==> src/rtl/rqt_pkg.sv <==
`timescale 1ns / 1ps
`default_nettype none
// ----------------------------------------------------------------------------
// rqt_pkg
// Shared types and constants of the retransmit queue.
// ----------------------------------------------------------------------------
package rqt_pkg;

    localparam int QUEUE_DEPTH_DEF = 16;
    localparam int TIME_WIDTH_DEF  = 16;

    localparam int SEQ_W    = 16;
    localparam int HANDLE_W = 16;
    localparam int KIND_W   = 8;
    localparam int RETRY_W  = 4;
    localparam int TMO_W    = 8;
    localparam int REQ_W    = 3;
    localparam int CFG_IDX_W  = 2;
    localparam int CFG_DATA_W = 8;

    localparam logic [RETRY_W-1:0] MAX_RETRIES_RST = 4'd3;
    localparam logic [TMO_W-1:0]   TIMEOUT_RST     = 8'd5;

    localparam logic [CFG_IDX_W-1:0] CFG_MAX_RETRIES = 2'd0;
    localparam logic [CFG_IDX_W-1:0] CFG_TIMEOUT     = 2'd1;

    localparam logic [REQ_W-1:0] REQ_ADD   = 3'd0;
    localparam logic [REQ_W-1:0] REQ_ACK   = 3'd1;
    localparam logic [REQ_W-1:0] REQ_QUERY = 3'd2;
    localparam logic [REQ_W-1:0] REQ_CLEAR = 3'd3;
    localparam logic [REQ_W-1:0] REQ_TICK  = 3'd4;

    localparam logic [1:0] RK_DONE   = 2'd0;
    localparam logic [1:0] RK_RESEND = 2'd1;
    localparam logic [1:0] RK_FAIL   = 2'd2;
    localparam logic [1:0] RK_QUERY  = 2'd3;

    typedef enum logic [2:0] {
        RES_DONE,
        RES_FULL,
        RES_ACK_HIT,
        RES_Q_HIT,
        RES_Q_MISS,
        RES_RESEND,
        RES_FAIL
    } res_sel_t;

    typedef struct packed {
        logic       req_load;
        logic       idx_clr;
        logic       idx_inc;
        logic       rd_next;
        logic       wr_add;
        logic       wr_shift;
        logic       head_eval;
        logic       cnt_inc;
        logic       cnt_dec;
        logic       cnt_clr;
        logic       time_inc;
        logic       out_load;
        res_sel_t   out_sel;
        logic       out_last;
    } rqt_cmd_t;

    typedef struct packed {
        logic [REQ_W-1:0] req;
        logic             full;
        logic             empty;
        logic             scan_end;
        logic             match;
        logic             shift_end;
        logic             resend;
        logic             fail;
        logic             out_free;
    } rqt_sts_t;

endpackage
`default_nettype wire

==> src/rtl/rqt_ram.sv <==
`timescale 1ns / 1ps
`default_nettype none
// ----------------------------------------------------------------------------
// rqt_ram
// Generic simple dual-port RAM, one write and one registered read port.
// ----------------------------------------------------------------------------
module rqt_ram #(
    parameter int WIDTH = 8,
    parameter int DEPTH = 16
) (
    input  wire logic                     clk,
    input  wire logic                     we,
    input  wire logic [$clog2(DEPTH)-1:0] waddr,
    input  wire logic [WIDTH-1:0]         wdata,
    input  wire logic [$clog2(DEPTH)-1:0] raddr,
    output logic      [WIDTH-1:0]         rdata
);
    logic [WIDTH-1:0] mem [DEPTH];

    always_ff @(posedge clk)
    begin
        if (we)
        begin
            mem[waddr] <= wdata;
        end
        rdata <= mem[raddr];
    end
endmodule
`default_nettype wire

==> src/rtl/rqt_dp.sv <==
`timescale 1ns / 1ps
`default_nettype none
// ----------------------------------------------------------------------------
// rqt_dp
// Datapath: entry RAM, count, time, config registers and result register.
// ----------------------------------------------------------------------------
module rqt_dp #(
    parameter int QUEUE_DEPTH = rqt_pkg::QUEUE_DEPTH_DEF,
    parameter int TIME_WIDTH  = rqt_pkg::TIME_WIDTH_DEF
) (
    input  wire logic                              clk,
    input  wire logic                              rst_n,
    input  wire logic                              cfg_we,
    input  wire logic [rqt_pkg::CFG_IDX_W-1:0]     cfg_index,
    input  wire logic [rqt_pkg::CFG_DATA_W-1:0]    cfg_data,
    input  wire logic [rqt_pkg::REQ_W-1:0]         req_type,
    input  wire logic [rqt_pkg::SEQ_W-1:0]         packet_seq,
    input  wire logic [rqt_pkg::HANDLE_W-1:0]      packet_handle,
    input  wire logic [rqt_pkg::KIND_W-1:0]        packet_kind,
    input  wire logic                              out_ready,
    output logic                                   out_valid,
    output logic      [1:0]                        result_kind,
    output logic                                   found,
    output logic                                   full_res,
    output logic      [rqt_pkg::HANDLE_W-1:0]      out_handle,
    output logic      [rqt_pkg::KIND_W-1:0]        out_kind,
    output logic      [rqt_pkg::RETRY_W-1:0]       out_retry,
    output logic                                   last,
    input  wire rqt_pkg::rqt_cmd_t                 cmd,
    output rqt_pkg::rqt_sts_t                      sts
);
    localparam int AW = $clog2(QUEUE_DEPTH);
    localparam int CW = $clog2(QUEUE_DEPTH + 1);
    localparam int SW = rqt_pkg::SEQ_W;
    localparam int HW = rqt_pkg::HANDLE_W;
    localparam int KW = rqt_pkg::KIND_W;
    localparam int RW = rqt_pkg::RETRY_W;
    localparam int EW = SW + HW + KW + RW + TIME_WIDTH;

    typedef struct packed {
        logic [SW-1:0]         seq;
        logic [HW-1:0]         handle;
        logic [KW-1:0]         kind;
        logic [RW-1:0]         retries;
        logic [TIME_WIDTH-1:0] stamp;
    } entry_t;

    logic [rqt_pkg::REQ_W-1:0] req_reg;
    logic [SW-1:0]             seq_reg;
    logic [HW-1:0]             handle_reg;
    logic [KW-1:0]             kind_reg;
    logic [CW-1:0]             count_reg;
    logic [CW-1:0]             idx_reg;
    logic [TIME_WIDTH-1:0]     now_reg;
    logic [RW-1:0]             max_reg;
    logic [rqt_pkg::TMO_W-1:0] tmo_reg;
    logic [HW-1:0]             head_handle_reg;
    logic [KW-1:0]             head_kind_reg;
    logic [RW-1:0]             head_retry_reg;
    logic                      out_valid_reg;
    logic [1:0]                rk_reg;
    logic                      found_reg;
    logic                      full_reg;
    logic [HW-1:0]             oh_reg;
    logic [KW-1:0]             ok_reg;
    logic [RW-1:0]             or_reg;
    logic                      last_reg;

    entry_t                rd_ent;
    entry_t                wr_ent;
    logic [EW-1:0]         rdata;
    logic                  we;
    logic [AW-1:0]         waddr;
    logic [AW-1:0]         raddr;
    logic [CW:0]           idx_p1;
    logic [TIME_WIDTH-1:0] elapsed;
    logic                  resend;
    logic [RW-1:0]         new_retry;

    assign rd_ent    = entry_t'(rdata);
    assign idx_p1    = {1'b0, idx_reg} + {{CW{1'b0}}, 1'b1};
    assign raddr     = cmd.rd_next ? idx_p1[AW-1:0] : idx_reg[AW-1:0];
    assign elapsed   = now_reg - rd_ent.stamp;
    assign resend    = (rd_ent.retries < max_reg) &&
                       (elapsed >= TIME_WIDTH'(tmo_reg));
    assign new_retry = resend ? (rd_ent.retries + 1'b1) : rd_ent.retries;

    always_comb
    begin
        we     = cmd.wr_add || cmd.wr_shift || (cmd.head_eval && resend);
        waddr  = idx_reg[AW-1:0];
        wr_ent = rd_ent;
        priority if (cmd.wr_add)
        begin
            waddr          = count_reg[AW-1:0];
            wr_ent.seq     = seq_reg;
            wr_ent.handle  = handle_reg;
            wr_ent.kind    = kind_reg;
            wr_ent.retries = '0;
            wr_ent.stamp   = now_reg;
        end
        else if (cmd.head_eval)
        begin
            waddr          = '0;
            wr_ent.retries = new_retry;
            wr_ent.stamp   = now_reg;
        end
        else
        begin
            waddr = idx_reg[AW-1:0];
        end
    end

    rqt_ram #(
        .WIDTH(EW),
        .DEPTH(QUEUE_DEPTH)
    ) u_ram (
        .clk  (clk),
        .we   (we),
        .waddr(waddr),
        .wdata(EW'(wr_ent)),
        .raddr(raddr),
        .rdata(rdata)
    );

    always_comb
    begin
        sts.req       = req_reg;
        sts.full      = (count_reg == CW'(QUEUE_DEPTH));
        sts.empty     = (count_reg == '0);
        sts.scan_end  = (idx_reg >= count_reg);
        sts.match     = (rd_ent.seq == seq_reg);
        sts.shift_end = (idx_p1 >= {1'b0, count_reg});
        sts.resend    = resend;
        sts.fail      = (new_retry >= max_reg);
        sts.out_free  = !out_valid_reg || out_ready;
    end

    always_ff @(posedge clk or negedge rst_n)
    begin
        if (!rst_n)
        begin
            count_reg     <= '0;
            idx_reg       <= '0;
            now_reg       <= '0;
            max_reg       <= rqt_pkg::MAX_RETRIES_RST;
            tmo_reg       <= rqt_pkg::TIMEOUT_RST;
            out_valid_reg <= 1'b0;
        end
        else
        begin
            if (cfg_we && cfg_index == rqt_pkg::CFG_MAX_RETRIES)
            begin
                max_reg <= cfg_data[RW-1:0];
            end
            if (cfg_we && cfg_index == rqt_pkg::CFG_TIMEOUT)
            begin
                tmo_reg <= cfg_data;
            end
            if (cmd.cnt_clr)
            begin
                count_reg <= '0;
            end
            else if (cmd.cnt_inc)
            begin
                count_reg <= count_reg + 1'b1;
            end
            else if (cmd.cnt_dec)
            begin
                count_reg <= count_reg - 1'b1;
            end
            if (cmd.idx_clr)
            begin
                idx_reg <= '0;
            end
            else if (cmd.idx_inc)
            begin
                idx_reg <= idx_p1[CW-1:0];
            end
            if (cmd.time_inc)
            begin
                now_reg <= now_reg + 1'b1;
            end
            if (cmd.out_load)
            begin
                out_valid_reg <= 1'b1;
            end
            else if (out_ready)
            begin
                out_valid_reg <= 1'b0;
            end
        end
    end

    always_ff @(posedge clk)
    begin
        if (cmd.req_load)
        begin
            req_reg    <= req_type;
            seq_reg    <= packet_seq;
            handle_reg <= packet_handle;
            kind_reg   <= packet_kind;
        end
        if (cmd.head_eval)
        begin
            head_handle_reg <= rd_ent.handle;
            head_kind_reg   <= rd_ent.kind;
            head_retry_reg  <= new_retry;
        end
        if (cmd.out_load)
        begin
            rk_reg    <= rqt_pkg::RK_DONE;
            found_reg <= 1'b0;
            full_reg  <= 1'b0;
            oh_reg    <= '0;
            ok_reg    <= '0;
            or_reg    <= '0;
            last_reg  <= cmd.out_last;
            unique case (cmd.out_sel)
                rqt_pkg::RES_DONE:    rk_reg <= rqt_pkg::RK_DONE;
                rqt_pkg::RES_FULL:    full_reg <= 1'b1;
                rqt_pkg::RES_ACK_HIT: found_reg <= 1'b1;
                rqt_pkg::RES_Q_HIT:
                begin
                    rk_reg    <= rqt_pkg::RK_QUERY;
                    found_reg <= 1'b1;
                end
                rqt_pkg::RES_Q_MISS:  rk_reg <= rqt_pkg::RK_QUERY;
                rqt_pkg::RES_RESEND,
                rqt_pkg::RES_FAIL:
                begin
                    rk_reg <= (cmd.out_sel == rqt_pkg::RES_FAIL) ?
                              rqt_pkg::RK_FAIL : rqt_pkg::RK_RESEND;
                    oh_reg <= head_handle_reg;
                    ok_reg <= head_kind_reg;
                    or_reg <= head_retry_reg;
                end
                default:              rk_reg <= rqt_pkg::RK_DONE;
            endcase
        end
    end

    assign out_valid   = out_valid_reg;
    assign result_kind = rk_reg;
    assign found       = found_reg;
    assign full_res    = full_reg;
    assign out_handle  = oh_reg;
    assign out_kind    = ok_reg;
    assign out_retry   = or_reg;
    assign last        = last_reg;
endmodule
`default_nettype wire

==> src/rtl/rqt_ctrl.sv <==
`timescale 1ns / 1ps
`default_nettype none
// ----------------------------------------------------------------------------
// rqt_ctrl
// Request sequencer: dispatch, scan, shift, head check and result emit.
// ----------------------------------------------------------------------------
module rqt_ctrl (
    input  wire logic              clk,
    input  wire logic              rst_n,
    input  wire logic              in_valid,
    output logic                   in_ready,
    input  wire rqt_pkg::rqt_sts_t sts,
    output rqt_pkg::rqt_cmd_t      cmd
);
    typedef enum logic [3:0] {
        S_IDLE,
        S_DISP,
        S_SC_RD,
        S_SC_CMP,
        S_SH_CHK,
        S_SH_WR,
        S_T_RD,
        S_T_EVAL,
        S_EMIT
    } state_t;

    state_t            state_reg;
    rqt_pkg::res_sel_t sel_reg;
    rqt_pkg::res_sel_t sel2_reg;
    logic              two_reg;

    assign in_ready = (state_reg == S_IDLE);

    always_comb
    begin
        cmd          = '0;
        cmd.out_sel  = sel_reg;
        cmd.out_last = !two_reg;
        cmd.req_load = in_valid && in_ready;
        unique case (state_reg)
            S_IDLE: ;
            S_DISP:
            begin
                cmd.idx_clr = 1'b1;
                if (sts.req == rqt_pkg::REQ_ADD && !sts.full)
                begin
                    cmd.wr_add  = 1'b1;
                    cmd.cnt_inc = 1'b1;
                end
                if (sts.req == rqt_pkg::REQ_CLEAR)
                begin
                    cmd.cnt_clr = 1'b1;
                end
                if (sts.req == rqt_pkg::REQ_TICK)
                begin
                    cmd.time_inc = 1'b1;
                end
            end
            S_SC_RD: ;
            S_SC_CMP:    cmd.idx_inc = !sts.match;
            S_SH_CHK:
            begin
                cmd.rd_next = 1'b1;
                cmd.cnt_dec = sts.shift_end;
            end
            S_SH_WR:
            begin
                cmd.wr_shift = 1'b1;
                cmd.idx_inc  = 1'b1;
            end
            S_T_RD: ;
            S_T_EVAL:    cmd.head_eval = 1'b1;
            S_EMIT:      cmd.out_load = sts.out_free;
            default: ;
        endcase
    end

    always_ff @(posedge clk or negedge rst_n)
    begin
        if (!rst_n)
        begin
            state_reg <= S_IDLE;
            sel_reg   <= rqt_pkg::RES_DONE;
            sel2_reg  <= rqt_pkg::RES_DONE;
            two_reg   <= 1'b0;
        end
        else
        begin
            unique case (state_reg)
                S_IDLE:
                begin
                    two_reg <= 1'b0;
                    sel_reg <= rqt_pkg::RES_DONE;
                    if (in_valid)
                    begin
                        state_reg <= S_DISP;
                    end
                end
                S_DISP:
                begin
                    state_reg <= S_EMIT;
                    priority if (sts.req == rqt_pkg::REQ_ADD)
                    begin
                        sel_reg <= sts.full ? rqt_pkg::RES_FULL : rqt_pkg::RES_DONE;
                    end
                    else if (sts.req == rqt_pkg::REQ_ACK ||
                             sts.req == rqt_pkg::REQ_QUERY)
                    begin
                        state_reg <= S_SC_RD;
                    end
                    else if (sts.req == rqt_pkg::REQ_TICK && !sts.empty)
                    begin
                        state_reg <= S_T_RD;
                    end
                    else
                    begin
                        sel_reg <= rqt_pkg::RES_DONE;
                    end
                end
                S_SC_RD:
                begin
                    if (sts.scan_end)
                    begin
                        sel_reg   <= (sts.req == rqt_pkg::REQ_QUERY) ?
                                     rqt_pkg::RES_Q_MISS : rqt_pkg::RES_DONE;
                        state_reg <= S_EMIT;
                    end
                    else
                    begin
                        state_reg <= S_SC_CMP;
                    end
                end
                S_SC_CMP:
                begin
                    priority if (!sts.match)
                    begin
                        state_reg <= S_SC_RD;
                    end
                    else if (sts.req == rqt_pkg::REQ_QUERY)
                    begin
                        sel_reg   <= rqt_pkg::RES_Q_HIT;
                        state_reg <= S_EMIT;
                    end
                    else
                    begin
                        sel_reg   <= rqt_pkg::RES_ACK_HIT;
                        state_reg <= S_SH_CHK;
                    end
                end
                S_SH_CHK:    state_reg <= sts.shift_end ? S_EMIT : S_SH_WR;
                S_SH_WR:     state_reg <= S_SH_CHK;
                S_T_RD:      state_reg <= S_T_EVAL;
                S_T_EVAL:
                begin
                    priority if (sts.fail)
                    begin
                        sel_reg   <= sts.resend ? rqt_pkg::RES_RESEND : rqt_pkg::RES_FAIL;
                        sel2_reg  <= rqt_pkg::RES_FAIL;
                        two_reg   <= sts.resend;
                        state_reg <= S_SH_CHK;
                    end
                    else
                    begin
                        sel_reg   <= sts.resend ? rqt_pkg::RES_RESEND : rqt_pkg::RES_DONE;
                        state_reg <= S_EMIT;
                    end
                end
                S_EMIT:
                begin
                    if (sts.out_free)
                    begin
                        if (two_reg)
                        begin
                            sel_reg <= sel2_reg;
                            two_reg <= 1'b0;
                        end
                        else
                        begin
                            state_reg <= S_IDLE;
                        end
                    end
                end
                default:     state_reg <= S_IDLE;
            endcase
        end
    end
endmodule
`default_nettype wire

==> src/rtl/retransmit_queue_timeout_top.sv <==
`timescale 1ns / 1ps
`default_nettype none
// ----------------------------------------------------------------------------
// retransmit_queue_timeout_top
// Ordered retransmit queue with per-entry retry count and timeout stamp.
// ----------------------------------------------------------------------------
//   in_* carries one request (add, ack, query, clear, tick) per handshake;
//   out_* returns one or two results per request, 'last' marks the final one.
//   cfg_we/cfg_index/cfg_data write max_retries (index 0) and timeout_ticks
//   (index 1); other indexes are dropped. Write only when idle.
//   One request in flight; in_ready is high only when idle, so no new
//   request is taken until the last result of the one before is loaded.
//   Each request is dispatched, then its result is emitted. A tick on a
//   busy queue first reads and evaluates the head; query and ack scan the
//   entries in order up to a match or the count; an ack hit and a failed
//   head then shift the entries behind it down. A second tick result loads
//   at the edge that takes the first one. A stalled receiver holds the
//   sequencer in its emit state, so no new request is taken meanwhile.
//   Reset: queue empty, time zero, max_retries 3, timeout_ticks 5; the
//   entry RAM is not cleared, only entries below the count are read.
// ----------------------------------------------------------------------------
module retransmit_queue_timeout_top #(
    parameter int QUEUE_DEPTH = rqt_pkg::QUEUE_DEPTH_DEF,
    parameter int TIME_WIDTH  = rqt_pkg::TIME_WIDTH_DEF
) (
    input  wire logic                           clk,
    input  wire logic                           rst_n,
    input  wire logic                           cfg_we,
    input  wire logic [rqt_pkg::CFG_IDX_W-1:0]  cfg_index,
    input  wire logic [rqt_pkg::CFG_DATA_W-1:0] cfg_data,
    input  wire logic                           in_valid,
    output logic                                in_ready,
    input  wire logic [rqt_pkg::REQ_W-1:0]      req_type,
    input  wire logic [rqt_pkg::SEQ_W-1:0]      packet_seq,
    input  wire logic [rqt_pkg::HANDLE_W-1:0]   packet_handle,
    input  wire logic [rqt_pkg::KIND_W-1:0]     packet_kind,
    output logic                                out_valid,
    input  wire logic                           out_ready,
    output logic      [1:0]                     result_kind,
    output logic                                found,
    output logic                                full_res,
    output logic      [rqt_pkg::HANDLE_W-1:0]   out_handle,
    output logic      [rqt_pkg::KIND_W-1:0]     out_kind,
    output logic      [rqt_pkg::RETRY_W-1:0]    out_retry,
    output logic                                last
);
    rqt_pkg::rqt_cmd_t cmd;
    rqt_pkg::rqt_sts_t sts;

    // sequencer
    rqt_ctrl u_ctrl (
        .clk     (clk),
        .rst_n   (rst_n),
        .in_valid(in_valid),
        .in_ready(in_ready),
        .sts     (sts),
        .cmd     (cmd)
    );

    // queue storage, timers and result register
    rqt_dp #(
        .QUEUE_DEPTH(QUEUE_DEPTH),
        .TIME_WIDTH (TIME_WIDTH)
    ) u_dp (
        .clk          (clk),
        .rst_n        (rst_n),
        .cfg_we       (cfg_we),
        .cfg_index    (cfg_index),
        .cfg_data     (cfg_data),
        .req_type     (req_type),
        .packet_seq   (packet_seq),
        .packet_handle(packet_handle),
        .packet_kind  (packet_kind),
        .out_ready    (out_ready),
        .out_valid    (out_valid),
        .result_kind  (result_kind),
        .found        (found),
        .full_res     (full_res),
        .out_handle   (out_handle),
        .out_kind     (out_kind),
        .out_retry    (out_retry),
        .last         (last),
        .cmd          (cmd),
        .sts          (sts)
    );

`ifndef NO_ASSERTIONS
    // one request in flight: acceptance closes the input
    a_one_req: assert property (@(posedge clk) disable iff (!rst_n)
        (in_valid && in_ready) |=> !in_ready)
        else $error("second request taken while busy");

    // never append to a full queue
    a_no_ovf: assert property (@(posedge clk) disable iff (!rst_n)
        sts.full |-> !cmd.wr_add)
        else $error("add into full queue");

    // a result is only loaded when the output register is free
    a_out_free: assert property (@(posedge clk) disable iff (!rst_n)
        cmd.out_load |-> sts.out_free)
        else $error("result overwrote pending output");
`endif
endmodule
`default_nettype wire

==> config.mk <==
export PLATFORM = sky130hd
export DESIGN_NAME = retransmit_queue_timeout_top
export DESIGN_NICKNAME = d
export VERILOG_FILES = /design/src/rtl/rqt_pkg.sv /design/src/rtl/rqt_ram.sv /design/src/rtl/rqt_dp.sv /design/src/rtl/rqt_ctrl.sv /design/src/rtl/retransmit_queue_timeout_top.sv
export SDC_FILE = /design/constraint.sdc
export NUM_CORES = 1
export LEC_CHECK = 0
export BUFFER_PORTS_ARGS = -buffer_cell sky130_fd_sc_hd__buf_4
export CELL_PAD_IN_SITES_DETAIL_PLACEMENT = 1
export CELL_PAD_IN_SITES_GLOBAL_PLACEMENT = 1
export CORE_ASPECT_RATIO = 2
export CORE_MARGIN = 10
export CORE_UTILIZATION = 35
export CTS_CLUSTER_DIAMETER = 200
export DETAILED_ROUTE_END_ITERATION = 8
export PLACE_DENSITY = 0.57
export SYNTH_ARGS = -nofsm -noshare
export SYNTH_HDL_FRONTEND = slang
export SYNTH_SLANG_ARGS = --single-unit
==> constraint.sdc <==
create_clock -name clk -period 23.6 [get_ports clk]
set_input_delay 1.18 -clock clk [delete_from_list [all_inputs] [get_ports clk]]
set_output_delay 1.18 -clock clk [all_outputs]
set_load 0.1 [all_outputs]
==> impl_metrics.py <==
metrics = {
    "power_and_ir_drop": {
        "switching_power_mw": 1.978,
        "power_frac_seq_pct": 43.0,
        "intPower_mw": 4.542,
        "powerDensity_nw_per_um2": 124.8,
        "power.leakage_nw": 17.10,
        "p_comb_share_pct": 29.7,
        "p_clk_share_pct": 27.3,
        "peakVddDrop_mv": 0.1083,
        "sw_frac_of_total_pct": 30.34,
    },
    "cts": {
        "clk_path_buf_depth": 3,
        "postCtsSetupBuffers": 0,
        "cts_tree": "done",
        "cts_resized": 0,
        "cts_sinks": 1172,
        "htree_levels": 3,
        "path_clk_slew_ps": 60,
        "ctsHoldBuffers": 0,
        "cts-buffers-inserted": 102,
        "clock_latency_ps": 700,
        "cts_root_buffer": "clkbuf_16",
    },
    "yosys": {
        "syn_avg_cell_area_um2": 21.43,
        "synth_area_leaders": "edfxtp_1, mux4_2, dfxtp_1, dfrtp_1, ha_1",
        "yosys_warnings": 0,
        "yosys.cell_types.count": 77,
        "synth-main-ff-cell": "edfxtp_1",
        "syn_area_um2": 45580,
        "synth_top_area_share_pct": 70.09,
        "synth_edf_count": 1064,
        "syn_nets": 2233,
        "synthArstFlopShare_pct": 4.096,
        "syn_inst": 2127,
        "ys_seq_area_share_pct": 75.37,
        "yosys.area.top_type": "edfxtp_1",
        "synth-seq-cells": 1172,
    },
    "critical_path": {
        "ff2ff_path_depth": 22,
        "r2r-end": "u_ctrl.state_reg[2]$_DFFE_PN0P_",
        "start_kind": "flop",
        "endpoint": "u_ctrl.state_reg[2]$_DFFE_PN0P_",
        "crit_path_end_kind": "flop",
        "required_ps": 24170,
        "arrival_ps": 6510,
        "cp_max_fo": 8,
        "timing.rr.start": "u_dp.now_reg[0]$_DFFE_PN0P_",
        "startpoint": "u_dp.now_reg[0]$_DFFE_PN0P_",
        "crit_type": "reg2reg",
        "reg2reg_slack_ps": 17670,
    },
    "sta": {
        "relSlewSlack_pct": 17.65,
        "hold-worst-slack_ps": 438.9,
        "finalCritPeriodShare_pct": 25.14,
        "fin_skew_ps": 17.25,
        "period_minus_slack_ps": 5934,
        "tightest_slew_ps": 1201,
        "setup_violations": 0,
        "drv_slew": 0,
        "tns_ps": 0,
        "fmax_ghz": 0.1685,
        "finalHoldViolCount": 0,
        "rsz0062_at_grt": "false",
    },
    "floorplanning": {
        "die_w_um": 275.2,
        "fp.coreArea_um2": 129600,
        "num_rows": 187,
        "start_util_pct": 35.17,
        "die_area_um2": 146000,
        "pin_count": 93,
        "die_h_um": 530.4,
    },
    "finish": {
        "layout_commonest_cell": "edfxtp_1",
        "syn2layout_area_growth_pct": 14.57,
        "largest_reg_flops": 960,
        "reg_top3": "u_dp.u_ram.mem x960, u_dp.u_ram.rdata x60",
        "layout-drive-gt1-share_pct": 29.69,
        "layout_common_cells": "edfxtp_1, mux4_2, buf_4, clkbuf_16, dfxtp_1",
        "final_core_util_pct": 40.29,
        "nets": 2395,
        "final_cell_count_no_fill": 4081,
        "largest_register": "u_dp.u_ram.mem",
    },
    "route": {
        "route.detailed.drc": 0,
        "postRouteAntennaNets": 0,
        "drt_iter0_drc": 1451,
        "routed_wl_mm": 113.7,
        "route.vias.total": 21360,
        "drt_pass1_iterations": 7,
        "viasPerCell": 5.234,
        "wire_per_inst_um": 27.86,
    },
    "placed_design": {
        "gp_congestion": 0.7729,
        "portBuffers": 92,
        "dp.cells": 3886,
        "hpwl_mm": 62.17,
    },
    "grt": {
        "grt_pass1_wl_mm": 166.7,
        "grt_pass1_vias": 23854,
        "track_usage_pct": 15.62,
        "grt_overflow": 0,
        "grt_max_degree": 141,
        "grt_antenna_before_repair": 3,
    },
    "hold_path": {
        "worst_hold_path_type": "reg2reg",
    },
    "outcome": {
        "status": "finished, final reports clean",
    },
    "job": {
        "maxCapViolCount": 0,
    },
}
## power groups by stage
| stage | Combinational, mW | Clock [mW] | Sequential (mW) |
|---|---|---|---|
| floorplan | 1.36 | 0 | 2.86 |
| global placement | 1.94 | 0 | 2.84 |
| detailed placement | 1.99 | 0 | 2.85 |
| CTS | 1.99 | 1.83 | 2.80 |
| global route | 2.12 | 1.91 | 2.82 |
| finish | 1.94 | 1.78 | 2.80 |
## per-stage QoR
step | cell area [um2] | setup slack (ps) | total power [mW]
after floorplan | 45590 | 16000 | 4.220
after global placement | 48650 | 17660 | 4.782
after detailed placement | 48650 | 17630 | 4.831
after CTS | 52220 | 17600 | 6.626
after global routing | 52220 | 17100 | 6.840
final | 52230 | 17670 | 6.520
## cells in the mapped netlist, types with 5 or more instances
library cell / n
buf_1: 12
o21a_1: 8
buf_2: 28
a21oi_1: 29
dfrtp_1: 44
edfxtp_1: 1064
o21ai_0: 30
mux2i_1: 8
nand2_1: 52
xnor2_1: 44
nor3_1: 11
mux4_2: 300
ha_1: 46
nand2b_1: 13
xor2_1: 10
mux2_1: 15
and3_1: 32
nor2_1: 48
mux2_2: 49
nand3_1: 10
a31oi_1: 7
nand4_1: 12
inv_1: 40
nor2b_1: 6
a211oi_1: 5
a21o_1: 8
dfxtp_1: 60
nor3b_1: 8
clkbuf_1: 46
## how the worst min path moves through the flow
stage,startpoint,to,depth (start not counted)
after floorplan,u_dp.u_ram.rdata[28]$_DFF_P_,u_dp.head_handle_reg[0]$_DFFE_PP_,0
after global placement,u_dp.u_ram.rdata[30]$_DFF_P_,u_dp.head_handle_reg[2]$_DFFE_PP_,0
after detailed placement,u_dp.u_ram.rdata[37]$_DFF_P_,u_dp.head_handle_reg[9]$_DFFE_PP_,0
after CTS,u_dp.u_ram.rdata[25]$_DFF_P_,u_dp.head_kind_reg[5]$_DFFE_PP_,0
after global routing,u_dp.u_ram.rdata[25]$_DFF_P_,u_dp.head_kind_reg[5]$_DFFE_PP_,0
final,u_dp.u_ram.rdata[30]$_DFF_P_,u_dp.head_handle_reg[2]$_DFFE_PP_,0
## layout make-up
class / instances / area, um2
inverter: 42 / 157.7
clock buffer: 140 / 2889
clock inverter: 53 / 681.9
timing repair buffer: 145 / 1114
fill: 12328 / 77400
multi-input combinational: 826 / 10890
sequential: 1172 / 34360
antenna: 2 / 5.005
tap: 1701 / 2128
## logic make-up after synthesis
kind of cell	synth area share [%]
AOI/OAI and AO/OA	1.814
and+or+nand+nor	2.660
buffers and inverters	1.156
DFF	75.37
muxes	16.61
adders and majority gates	1.350
xor gates and xnor gates	1.038
## worst max-delay path: stages (launching register included)
cell and delay [ps]:
dfrtp_1 480, inv_1 130, ha_1 240, fa_1 410, nand2b_1 200, a21oi_1 200
nor2_1 90, xnor2_1 180, ha_1 280, nand2_1 70, nor2_1 40, a21oi_1 130
nand4_1 110, a2111oi_1 650, nand4_2 370, and2_1 340, mux2_4 340, ha_1 280
a21o_1 160, a21o_1 170, a21oi_1 260, nor2_1 140, or4_1 540
## per-layer routing
metal	vias to the layer above	global-route usage (%)	part of all wire [%]
li1	9113	-	-
met1	11646	18.80	39
met2	465	28.65	54
met5	-	0	0
met3	136	2.002	4.0
met4	0	4.595	2.2
No activity file was read; power rests on OpenSTA's default activity.
